[config.mk]
export PLATFORM = sky130hd
export DESIGN_NAME = microwire_register_access_master
export DESIGN_NICKNAME = d
export VERILOG_FILES = /design/src/design/mwra_pkg.sv /design/src/design/mwra_front.sv /design/src/design/mwra_cmd_fifo.sv /design/src/design/mwra_back.sv /design/src/design/microwire_register_access_master.sv
export SDC_FILE = /design/constraint.sdc
export NUM_CORES = 1
export LEC_CHECK = 0
export BUFFER_PORTS_ARGS = -buffer_cell sky130_fd_sc_hd__buf_2
export CAP_MARGIN = 20
export CORE_ASPECT_RATIO = 1.5
export CORE_MARGIN = 1
export CORE_UTILIZATION = 46
export CTS_BUF_LIST = sky130_fd_sc_hd__clkbuf_8
export DETAILED_ROUTE_END_ITERATION = 10
export MAX_ROUTING_LAYER = met4
export PLACE_DENSITY = 0.64
export SLEW_MARGIN = 25
export SYNTH_ARGS = -nofsm -noshare
export SYNTH_HDL_FRONTEND = slang
export SYNTH_SLANG_ARGS = --single-unit
[constraint.sdc]
create_clock -name clk -period 16.2 [get_ports clk]
set_input_delay 0.81 -clock clk [delete_from_list [all_inputs] [get_ports clk]]
set_output_delay 0.81 -clock clk [all_outputs]
set_load 0.01 [all_outputs]
[src/design/mwra_pkg.sv]
package mwra_pkg;

	localparam int FRAME_BITS    = 32;
	localparam int READBACK_BITS = 27;
	localparam int ADDR_BITS     = 5;
	localparam int HP_BITS       = 16;

	// Command queue depth between front and back
	localparam int CMD_DEPTH_DEF = 2;

	localparam logic [HP_BITS-1:0]    HALF_PERIOD_RST = 16'd50;
	localparam logic [ADDR_BITS-1:0]  READ_TARGET     = 5'd31;
	localparam logic [ADDR_BITS-1:0]  FIXUP_LAST_ADDR = 5'd5;
	localparam logic [FRAME_BITS-1:0] FIXUP_FRAME     = 32'h5555_5549;

	localparam logic FUNC_WRITE = 1'b0;
	localparam logic FUNC_READ  = 1'b1;

	typedef struct packed {
		logic                     func;
		logic [ADDR_BITS-1:0]     reg_address;
		logic [FRAME_BITS-1:0]    write_data;
		logic [READBACK_BITS-1:0] readback_bits;
	} request_t;

	typedef struct packed {
		logic [FRAME_BITS-1:0] frame_word;
		logic [FRAME_BITS-1:0] rdbk_word;
		logic                  last;
	} result_t;

	// One serial frame for the back end to run
	typedef struct packed {
		logic [FRAME_BITS-1:0]    frame;
		logic [READBACK_BITS-1:0] rbk;
		logic [ADDR_BITS-1:0]     addr;
		logic                     rd;
		logic                     last;
	} cmd_t;

endpackage

[src/design/mwra_front.sv]
module mwra_front (
	input  logic              clk,
	input  logic              arst_n,
	input  logic              push,
	input  mwra_pkg::request_t request,
	output logic              full,
	input  logic              cmd_full,
	output logic              cmd_push,
	output mwra_pkg::cmd_t    cmd
);
	import mwra_pkg::*;

	logic  accept;
	logic  pend_valid_q;
	cmd_t  pend_q;
	cmd_t  first_cmd;
	logic  needs_fixup;

	assign full   = pend_valid_q || cmd_full;
	assign accept = push && !full;

	// Classify the request into its first frame
	always_comb begin
		first_cmd      = '0;
		first_cmd.rbk  = request.readback_bits;
		first_cmd.addr = request.reg_address;
		needs_fixup    = 1'b0;
		if (request.func == FUNC_READ) begin
			first_cmd.frame = {11'd0, request.reg_address, 11'd0, READ_TARGET};
			first_cmd.rd    = 1'b1;
			first_cmd.last  = 1'b1;
		end else begin
			first_cmd.frame = {request.write_data[FRAME_BITS-1:ADDR_BITS],
				request.reg_address};
			first_cmd.rd    = 1'b0;
			needs_fixup     = (request.reg_address <= FIXUP_LAST_ADDR);
			first_cmd.last  = !needs_fixup;
		end
	end

	assign cmd_push = accept || (pend_valid_q && !cmd_full);
	assign cmd      = accept ? first_cmd : pend_q;

	// Pending fixup frame for low-address writes
	always_ff @(posedge clk or negedge arst_n) begin
		if (!arst_n) begin
			pend_valid_q <= 1'b0;
		end else if (accept) begin
			pend_valid_q <= needs_fixup;
		end else if (pend_valid_q && !cmd_full) begin
			pend_valid_q <= 1'b0;
		end
	end

	always_ff @(posedge clk) begin
		if (accept) begin
			pend_q <= cmd_t'{frame: FIXUP_FRAME, rbk: '0, addr: '0, rd: 1'b0, last: 1'b1};
		end
	end

endmodule

[src/design/mwra_cmd_fifo.sv]
module mwra_cmd_fifo #(
	parameter int CMD_DEPTH = mwra_pkg::CMD_DEPTH_DEF
) (
	input  logic           clk,
	input  logic           arst_n,
	input  logic           wr_en,
	input  mwra_pkg::cmd_t wr_cmd,
	output logic           q_full,
	input  logic           rd_en,
	output logic           q_empty,
	output mwra_pkg::cmd_t rd_cmd
);
	import mwra_pkg::*;

	localparam int PTR_W = (CMD_DEPTH > 1) ? $clog2(CMD_DEPTH) : 1;
	localparam int CNT_W = $clog2(CMD_DEPTH + 1);

	cmd_t             mem_q [CMD_DEPTH];
	logic [PTR_W-1:0] wr_ptr_q;
	logic [PTR_W-1:0] rd_ptr_q;
	logic [CNT_W-1:0] count_q;
	logic             do_wr;
	logic             do_rd;

	assign q_full  = (count_q == CNT_W'(CMD_DEPTH));
	assign q_empty = (count_q == '0);
	assign do_wr   = wr_en && !q_full;
	assign do_rd   = rd_en && !q_empty;
	assign rd_cmd  = mem_q[rd_ptr_q];

	// Pointers and fill count
	always_ff @(posedge clk or negedge arst_n) begin
		if (!arst_n) begin
			wr_ptr_q <= '0;
			rd_ptr_q <= '0;
			count_q  <= '0;
		end else begin
			if (do_wr) begin
				wr_ptr_q <= (wr_ptr_q == PTR_W'(CMD_DEPTH - 1)) ? '0 : wr_ptr_q + 1'b1;
			end
			if (do_rd) begin
				rd_ptr_q <= (rd_ptr_q == PTR_W'(CMD_DEPTH - 1)) ? '0 : rd_ptr_q + 1'b1;
			end
			if (do_wr && !do_rd) begin
				count_q <= count_q + 1'b1;
			end else if (do_rd && !do_wr) begin
				count_q <= count_q - 1'b1;
			end
		end
	end

	always_ff @(posedge clk) begin
		if (do_wr) begin
			mem_q[wr_ptr_q] <= wr_cmd;
		end
	end

endmodule

[src/design/mwra_back.sv]
module mwra_back (
	input  logic                          clk,
	input  logic                          arst_n,
	input  logic [mwra_pkg::HP_BITS-1:0]  half_period,
	input  logic                          cmd_empty,
	input  mwra_pkg::cmd_t                cmd,
	output logic                          cmd_pop,
	output logic                          empty,
	input  logic                          pop,
	output mwra_pkg::result_t             result
);
	import mwra_pkg::*;

	localparam logic [2:0] ST_IDLE  = 3'd0;
	localparam logic [2:0] ST_SHIFT = 3'd1;
	localparam logic [2:0] ST_LATCH = 3'd2;
	localparam logic [2:0] ST_RDBK  = 3'd3;
	localparam logic [2:0] ST_DONE  = 3'd4;

	logic [2:0]               state_q;
	logic [HP_BITS-1:0]       timer_q;
	logic                     phase_q;   // serial clock level
	logic [4:0]               bit_cnt_q;
	logic                     tick;
	logic                     out_valid_q;
	logic                     slot_free;

	logic [FRAME_BITS-1:0]    sr_q;      // outgoing frame
	logic [FRAME_BITS-1:0]    cap_q;     // bits seen on the data line
	logic [READBACK_BITS-1:0] rbk_q;     // readback pin stimulus
	logic [READBACK_BITS-1:0] rd_cap_q;  // bits sampled on the readback pin
	logic [ADDR_BITS-1:0]     addr_q;
	logic                     rd_q;
	logic                     last_q;
	result_t                  result_q;

	assign tick      = (timer_q == '0);
	assign slot_free = !out_valid_q || pop;
	assign cmd_pop   = (state_q == ST_IDLE) && !cmd_empty;
	assign empty     = !out_valid_q;
	assign result    = result_q;

	// Sequencer: half-period timer, clock phase and bit count
	always_ff @(posedge clk or negedge arst_n) begin
		if (!arst_n) begin
			state_q     <= ST_IDLE;
			timer_q     <= '0;
			phase_q     <= 1'b0;
			bit_cnt_q   <= '0;
			out_valid_q <= 1'b0;
		end else begin
			// result flag: set as a finished frame lands, cleared when taken
			if (state_q == ST_DONE && slot_free) begin
				out_valid_q <= 1'b1;
			end else if (pop && out_valid_q) begin
				out_valid_q <= 1'b0;
			end
			if (state_q != ST_IDLE && state_q != ST_DONE) begin
				timer_q <= tick ? half_period - 1'b1 : timer_q - 1'b1;
				if (tick) begin
					phase_q <= !phase_q;
				end
			end
			unique case (state_q)
				ST_IDLE: begin
					if (!cmd_empty) begin
						state_q   <= ST_SHIFT;
						timer_q   <= half_period - 1'b1;
						phase_q   <= 1'b0;
						bit_cnt_q <= '0;
					end
				end
				ST_SHIFT: begin
					if (tick && phase_q) begin
						if (bit_cnt_q == 5'(FRAME_BITS - 1)) begin
							state_q <= ST_LATCH;
						end
						bit_cnt_q <= bit_cnt_q + 1'b1;
					end
				end
				ST_LATCH: begin
					// latch-enable high for one half period, then low
					if (tick && phase_q) begin
						bit_cnt_q <= '0;
						state_q   <= rd_q ? ST_RDBK : ST_DONE;
					end
				end
				ST_RDBK: begin
					if (tick && phase_q) begin
						if (bit_cnt_q == 5'(READBACK_BITS - 1)) begin
							state_q <= ST_DONE;
						end
						bit_cnt_q <= bit_cnt_q + 1'b1;
					end
				end
				ST_DONE: begin
					if (slot_free) begin
						state_q <= ST_IDLE;
					end
				end
				default: begin
					state_q <= ST_IDLE;
				end
			endcase
		end
	end

	// Datapath: shift out, capture on rising serial clock
	always_ff @(posedge clk) begin
		case (state_q)
			ST_IDLE: begin
				if (!cmd_empty) begin
					sr_q   <= cmd.frame;
					rbk_q  <= cmd.rbk;
					addr_q <= cmd.addr;
					rd_q   <= cmd.rd;
					last_q <= cmd.last;
				end
			end
			ST_SHIFT: begin
				if (tick && !phase_q) begin
					cap_q <= {cap_q[FRAME_BITS-2:0], sr_q[FRAME_BITS-1]};
				end else if (tick && phase_q) begin
					sr_q <= {sr_q[FRAME_BITS-2:0], 1'b0};
				end
			end
			ST_RDBK: begin
				if (tick && !phase_q) begin
					rd_cap_q <= {rd_cap_q[READBACK_BITS-2:0], rbk_q[READBACK_BITS-1]};
				end else if (tick && phase_q) begin
					rbk_q <= {rbk_q[READBACK_BITS-2:0], 1'b0};
				end
			end
			ST_DONE: begin
				if (slot_free) begin
					result_q.frame_word <= cap_q;
					result_q.rdbk_word  <= rd_q ? {rd_cap_q, addr_q} : '0;
					result_q.last       <= last_q;
				end
			end
			default: begin
			end
		endcase
	end

endmodule

[src/design/microwire_register_access_master.sv]
// A read clocks in the 27 readback bits after the latch pulse. Requests queue ahead of
// the sequencer, so a new one is taken while a frame still runs, until the queue is full;
// a write to 0..5 runs two frames. A result left waiting holds the sequencer.
// Reset clears the queue, the sequencer and the result flag; half period returns to 50.
module microwire_register_access_master #(
	parameter int CMD_DEPTH = mwra_pkg::CMD_DEPTH_DEF
) (
	input  logic                         clk,
	input  logic                         arst_n,
	input  logic                         push,
	input  mwra_pkg::request_t           request,
	output logic                         full,
	output logic                         empty,
	input  logic                         pop,
	output mwra_pkg::result_t            result,
	input  logic                         cfg_wr_en,
	input  logic [mwra_pkg::HP_BITS-1:0] cfg_wr_data
);
	import mwra_pkg::*;

	logic [HP_BITS-1:0] half_period_q;
	logic               cmd_full;
	logic               cmd_push;
	cmd_t               front_cmd;
	logic               cmd_empty;
	logic               cmd_pop;
	cmd_t               back_cmd;

	// Half period register; zero is held as one
	always_ff @(posedge clk or negedge arst_n) begin
		if (!arst_n) begin
			half_period_q <= HALF_PERIOD_RST;
		end else if (cfg_wr_en) begin
			half_period_q <= (cfg_wr_data == '0) ? HP_BITS'(1) : cfg_wr_data;
		end
	end

	mwra_front u_front (
		.clk      (clk),
		.arst_n   (arst_n),
		.push     (push),
		.request  (request),
		.full     (full),
		.cmd_full (cmd_full),
		.cmd_push (cmd_push),
		.cmd      (front_cmd)
	);

	mwra_cmd_fifo #(
		.CMD_DEPTH (CMD_DEPTH)
	) u_cmd_fifo (
		.clk     (clk),
		.arst_n  (arst_n),
		.wr_en   (cmd_push),
		.wr_cmd  (front_cmd),
		.q_full  (cmd_full),
		.rd_en   (cmd_pop),
		.q_empty (cmd_empty),
		.rd_cmd  (back_cmd)
	);

	mwra_back u_back (
		.clk         (clk),
		.arst_n      (arst_n),
		.half_period (half_period_q),
		.cmd_empty   (cmd_empty),
		.cmd         (back_cmd),
		.cmd_pop     (cmd_pop),
		.empty       (empty),
		.pop         (pop),
		.result      (result)
	);

endmodule
==> results.json, run 1 <==
{
  "status": "complete, no violations",
  "core_area_um2": 30900,
  "grt_max_degree": 67,
  "ys.flop_type": "edfxtp_1",
  "final_cell_mix": "322 x edfxtp_1, 147 x buf_2, 67 x mux2i_1",
  "worstHoldPathType": "input port to async pin",
  "placed_area_um2": 15600,
  "vdd_ir_drop_max_uv": 68.9,
  "ios": 153,
  "ant_nets": 0,
  "worstSetupStartpointType": "flop",
  "worst-path-buf-inv": 1,
  "hpwlAfterDp_mm": 15.2,
  "grt_pass1_wl_mm": 40.8,
  "worstMarginPinSlew_ps": 928,
  "p_per_area_nw_per_um2": 145,
  "p_leak_nw": 6.34,
  "synth_xor_area_frac": 0.0164,
  "maxCapViolCount": 0,
  "ctsResizeCount": 0,
  "n_fill_cell": 2565,
  "cp.arrival_ps": 3230,
  "vias": 7917,
  "cpPeakStageDelay_ps": 770,
  "fin_crit_sh": 0.186,
  "synthDistinctLibCells": 56,
  "insertion_delay_ps": 590,
  "rsz0062_at_grt": "no",
  "rows": 79,
  "synth_adder_area_share": 0.00779,
  "clock_skew_ps": 22.0,
  "syn_inst": 937,
  "worstSetupPathType": "flop to flop",
  "period_needed_ps": 3020,
  "groute.usage.overall": 0.168,
  "synth_area_um2": 14400,
  "gp_congestion": 0.765,
  "synth_top_family_by_area": "simple AND/OR/NAND/NOR gates",
  "grt_pass1_vias": 7957,
  "cts_buffers": 52,
  "finalPower_mw": 2.41,
  "synthSimpleGateAreaFrac": 0.0943,
  "cts_buffer_depth": 3,
  "cts_tree": "done",
  "drt_pre_antenna_iters": 4,
  "clk_pin_slew_ps": 60,
  "syn_to_final_growth_pct": 14.8,
  "path_delay_family": "simple AND/OR/NAND/NOR gates",
  "postCtsSetupRepairBufs": 0,
  "drt-initial-drc-count": 398,
  "synth_seq_cells": 369,
  "drt-wirelength-per-cell_um": 16.4,
  "synth-edff-count": 322,
  "cp_slowest_cell": "a31o_2",
  "antenna_found_initial": 1,
  "start_util": 0.467,
  "synth-compound-area-share": 0.0474,
  "crit_required_ps": 16410,
  "slew_violations": 0,
  "max_freq_ghz": 0.331,
  "async_reset_ff_frac": 0.127,
  "seq_area_frac_synth": 0.751,
  "synth_nets": 1032,
  "avgSynthCellArea_um2": 15.4,
  "grt_overflow": 0,
  "cts.root.buffer_cell": "clkbuf_8",
  "finalSetupViolations": 0,
  "synth.mux.area_fraction": 0.0636,
  "drc": 0,
  "numClockSinks": 369,
  "fin_nets": 1202,
  "htreeDepth": 2,
  "die_w_um": 147,
  "setup_tns_ps": 0,
  "final_common_cell": "edfxtp_1",
  "crit_path_cell_trace": "nor4_1 > nand4_1 > inv_1 > ha_1 > a31o_2",
  "die_h_um": 219,
  "viasPerCell": 5.09,
  "post-route-cell-area_um2": 16600,
  "synth_warnings": 0,
  "end_kind": "flop",
  "hold_viol": 0,
  "die_area_um2": 32100,
  "drive_gt1_frac": 0.232,
  "critPathMaxFanout": 32,
  "cts_hold_buf": 0,
  "portBuffers": 147,
  "relSlewSlack": 0.381,
  "routed_wl_mm": 25.5
}
synth_stat cells, types with 3 or more instances:
cell / n / share of area
inv_1: 24 / 0.0062
nand4_1: 3 / 0.0013
and3_1: 35 / 0.015
a211oi_1: 3 / 0.0016
clkbuf_1: 26 / 0.0068
nand2_1: 55 / 0.014
o22ai_1: 5 / 0.0022
buf_2: 9 / 0.0031
nor2_1: 62 / 0.016
xnor2_1: 12 / 0.0073
a21oi_1: 33 / 0.011
mux2i_1: 67 / 0.046
dfrtp_1: 44 / 0.076
o31ai_1: 4 / 0.0021
nor2b_1: 5 / 0.0022
edfxtp_1: 322 / 0.67
xor2_1: 15 / 0.0091
dfstp_2: 3 / 0.0055
buf_1: 5 / 0.0013
nor3_1: 10 / 0.0035
nor4_1: 9 / 0.0039
o21ai_0: 52 / 0.018
ha_1: 9 / 0.0078
nand2b_1: 4 / 0.0017
nand3_1: 6 / 0.0021
o211ai_1: 3 / 0.0016
and2_1: 49 / 0.021
or4_1: 3 / 0.0016
mux2_2: 22 / 0.017
state kept, by name (all words and copies together), names as in the netlist, 16 cells and up:
register,flops
u_cmd_fifo.mem_q,132
u_back.sr_q,32
u_back.rbk_q,27
u_back.rd_cap_q,27
u_back.timer_q,16
half_period_q,16
u_back.cap_q,32
u_back.result,65
final cells by class:
| class | count | area, um^2 | area share |
|---|---|---|---|
| Clock buffer | 54 | 743 | 0.0448 |
| Sequential cell | 369 | 10900 | 0.654 |
| Inverter | 25 | 98.8 | 0.00596 |
| Timing Repair Buffer | 158 | 838 | 0.0505 |
| Tap cell | 405 | 507 | 0.0305 |
| Clock inverter | 41 | 203 | 0.0122 |
| Antenna cell | 2 | 5.00 | 0.000302 |
| Multi-Input combinational cell | 501 | 3340 | 0.202 |
cell families (layout without fill, tap and decap cells):
group / count (synthesis) / count (layout)
buffers and inverters: 67 / 278
adders and majority gates: 9 / 9
other: 0 / 2
muxes: 89 / 89
and+or+nand+nor: 259 / 259
xor gates and xnor gates: 27 / 27
AOI/OAI and AO/OA: 117 / 117
DFF: 369 / 369
worst paths after layout:
path / to / startpoint / cells after the start / slack, ps
worst min-delay path: half_period_q[7] / arst_n / 2 / 330
worst max register to register: u_back.sr_q[22] / u_back.timer_q[10] / 5 / 13180
worst min register to register: u_back.result[64] / u_back.cap_q[31] / 0 / 420
min in group clk: u_back.result[64] / u_back.cap_q[31] / 0 / 420
worst max-delay path: u_back.sr_q[22] / u_back.timer_q[10] / 5 / 13180
max in group asynchronous: u_cmd_fifo.rd_ptr_q / arst_n / 2 / 15410
where the power goes:
part / total (mW) / internal [mW] / switching [mW]
combinational: 0.419 / 0.175 / 0.244
clock: 0.662 / 0.326 / 0.336
sequential: 1.33 / 1.24 / 0.0931
stage by stage:
stage | setup WS [ps] | util | hold WS [ps] | std cells
6_report | 13180 | 0.536 | 329 | 1555
5_1_grt | 12990 | 0.536 | 368 | 1554
4_1_cts | 13170 | 0.536 | 299 | 1553
3_5_place_dp | 13190 | 0.506 | 406 | 1458
3_3_place_gp | 13250 | 0.505 | 403 | 1457
2_1_floorplan | 10300 | - | 400 | 937
routing by layer:
| layer | vias to the layer above | wire length [um] | track usage | share of wire |
|---|---|---|---|---|
| li1 | 3831 | - | - | - |
| met1 | 3835 | 10300 | 0.189 | 0.40 |
| met2 | 196 | 13400 | 0.293 | 0.52 |
| met3 | 55 | 1110 | 0.0316 | 0.044 |
| met4 | 0 | 745 | 0.0681 | 0.029 |
| met5 | - | 0 | - | 0 |
Power figures use the tool's default switching activity.
==> inputs of run 2 (changes only) <==
==> constraint.sdc (replaced) <==
create_clock -name clk -period 2.88 [get_ports clk]
set_input_delay 0.144 -clock clk [delete_from_list [all_inputs] [get_ports clk]]
set_output_delay 0.144 -clock clk [all_outputs]
set_load 0.01 [all_outputs]
==> results.json, run 2 (same netlist as run 1, synthesis figures left out) <==
{
  "fin_crit_sh": 0.918,
  "core_area_um2": 30900,
  "die_area_um2": 32100,
  "relSlewSlack": 0.420,
  "drt-initial-drc-count": 431,
  "rows": 79,
  "htreeDepth": 2,
  "maxCapViolCount": 0,
  "insertion_delay_ps": 590,
  "cts_buffers": 52,
  "drc": 0,
  "p_leak_nw": 6.78,
  "multiInputGateArea_um2": 3370,
  "n_fill_cell": 2487,
  "portBuffers": 147,
  "ant_nets": 0,
  "hold_viol": 0,
  "start_util": 0.467,
  "grt_max_degree": 67,
  "placed_cells": 1472,
  "final_cell_mix": "322 x edfxtp_1, 147 x buf_2, 83 x dlygate4sd3_1",
  "drive_gt1_frac": 0.233,
  "die_h_um": 219,
  "worstSetupStartpointType": "flop",
  "max_freq_ghz": 0.378,
  "final_common_cell": "edfxtp_1",
  "min_path_cells": 3,
  "status": "complete, no violations",
  "grt_pass1_vias": 8473,
  "largest_reg_flops": 132,
  "drt_pre_antenna_iters": 5,
  "regArea_um2": 10900,
  "cts_buffer_depth": 3,
  "fin_nets": 1303,
  "numClockSinks": 369,
  "viasPerCell": 5.05,
  "period_needed_ps": 2640,
  "drt-wirelength-per-cell_um": 16.0,
  "clkPwrFrac": 0.278,
  "largest_register": "u_cmd_fifo.mem_q",
  "antenna_found_initial": 0,
  "critPathMaxFanout": 7,
  "worstMarginPinSlew_ps": 870,
  "vias": 8366,
  "fin_cells": 1655,
  "hpwlAfterDp_mm": 15.8,
  "crit_required_ps": 3380,
  "switching_share": 0.278,
  "cp.arrival_ps": 3140,
  "cts_tree": "done",
  "slew_violations": 0,
  "p_seq_frac": 0.533,
  "p_per_area_nw_per_um2": 787,
  "groute.usage.overall": 0.173,
  "cts.root.buffer_cell": "clkbuf_8",
  "worstSetupPathType": "flop to flop",
  "end_kind": "flop",
  "routed_wl_mm": 26.5,
  "grt_overflow": 0,
  "vdd_ir_drop_max_uv": 469,
  "grt_pass1_wl_mm": 42.1,
  "syn_to_final_growth_pct": 22.4,
  "worstHoldPathType": "input port to flop",
  "die_w_um": 147,
  "setup_tns_ps": 0,
  "ios": 153,
  "finalSetupViolations": 0,
  "clock_skew_ps": 16.9,
  "clk_pin_slew_ps": 70,
  "gp_congestion": 0.810,
  "r2r.worst_path.cells": 11,
  "power_frac_comb": 0.189,
  "p_int_mw": 10.0,
  "rsz0062_at_grt": "no",
  "power_switching_mw": 3.87
}
==> run 2: repair_timing <==
| action | 4_1_cts | 5_1_grt |
|---|---|---|
| endpoints found under the hold margin | 174 | 0 |
| hold buffers | 83 | 0 |
| setup buffers | 0 | 4 |
| setup endpoints to repair | 0 | 55 |
| gates resized for setup | 0 | 3 |
==> run 2: path summary, 6_finish.rpt <==
kind	endpoint	slack, ps	startpoint
setup / recovery	u_back.state_q[1]	240	u_back.timer_q[0]
hold / removal	u_cmd_fifo.mem_q[0][35]	40	request[60]
setup reg to reg	u_back.state_q[1]	240	u_back.timer_q[0]
hold reg to reg	u_back.rd_cap_q[0]	430	u_back.rbk_q[26]
max in group asynchronous	half_period_q[6]	2000	arst_n
min in group asynchronous	half_period_q[2]	200	arst_n
==> run 2: layout make-up <==
cell class              instances  share of cell area
flip-flops and latches        369               0.614
multi-input cells             501               0.190
well taps                     405              0.0287
diodes                          1            0.000141
clock buffers                  55              0.0428
clock inverters                40              0.0129
inverters                      25             0.00559
repair buffers                259               0.106
==> run 2: power by group through the flow <==
stage,Clock (mW),Sequential [mW],Combinational [mW]
6_report,3.87,7.42,2.63
3_5_place_dp,0,7.52,2.56
4_1_cts,4.00,7.41,2.66
3_3_place_gp,0,7.47,2.49
2_1_floorplan,0,7.35,1.93
5_1_grt,4.20,7.51,2.92
==> run 2: stage by stage <==
| step | power [mW] | hold WS, ps | util | worst slack, ps | cell area (um^2) |
|---|---|---|---|---|---|
| global placement | 9.96 | 297 | 0.511 | 153 | 15800 |
| global route | 14.6 | 41.4 | 0.572 | 14.4 | 17700 |
| floorplan | 9.28 | -152 | - | 56.0 | 14500 |
| finish | 13.9 | 36.9 | 0.572 | 235 | 17700 |
| detailed placement | 10.1 | 300 | 0.511 | 57.6 | 15800 |
| CTS | 14.1 | 5.80 | 0.570 | 4.01 | 17600 |
==> run 2: routing by layer <==
metal	global-route usage	wire length, um
met5	-	0
met1	0.193	10400
met3	0.0289	1210
met2	0.302	13900
met4	0.0802	1010
==> run 2: worst max-delay path, stage by stage (launching register included) <==
cell	delay, ps
dfrtp_1	460
inv_1	140
ha_1	190
nor4b_2	200
nand4_1	190
inv_1	150
ha_2	220
inv_1	100
a21oi_1	150
o22ai_1	160
or4_1	490
o211ai_1	100
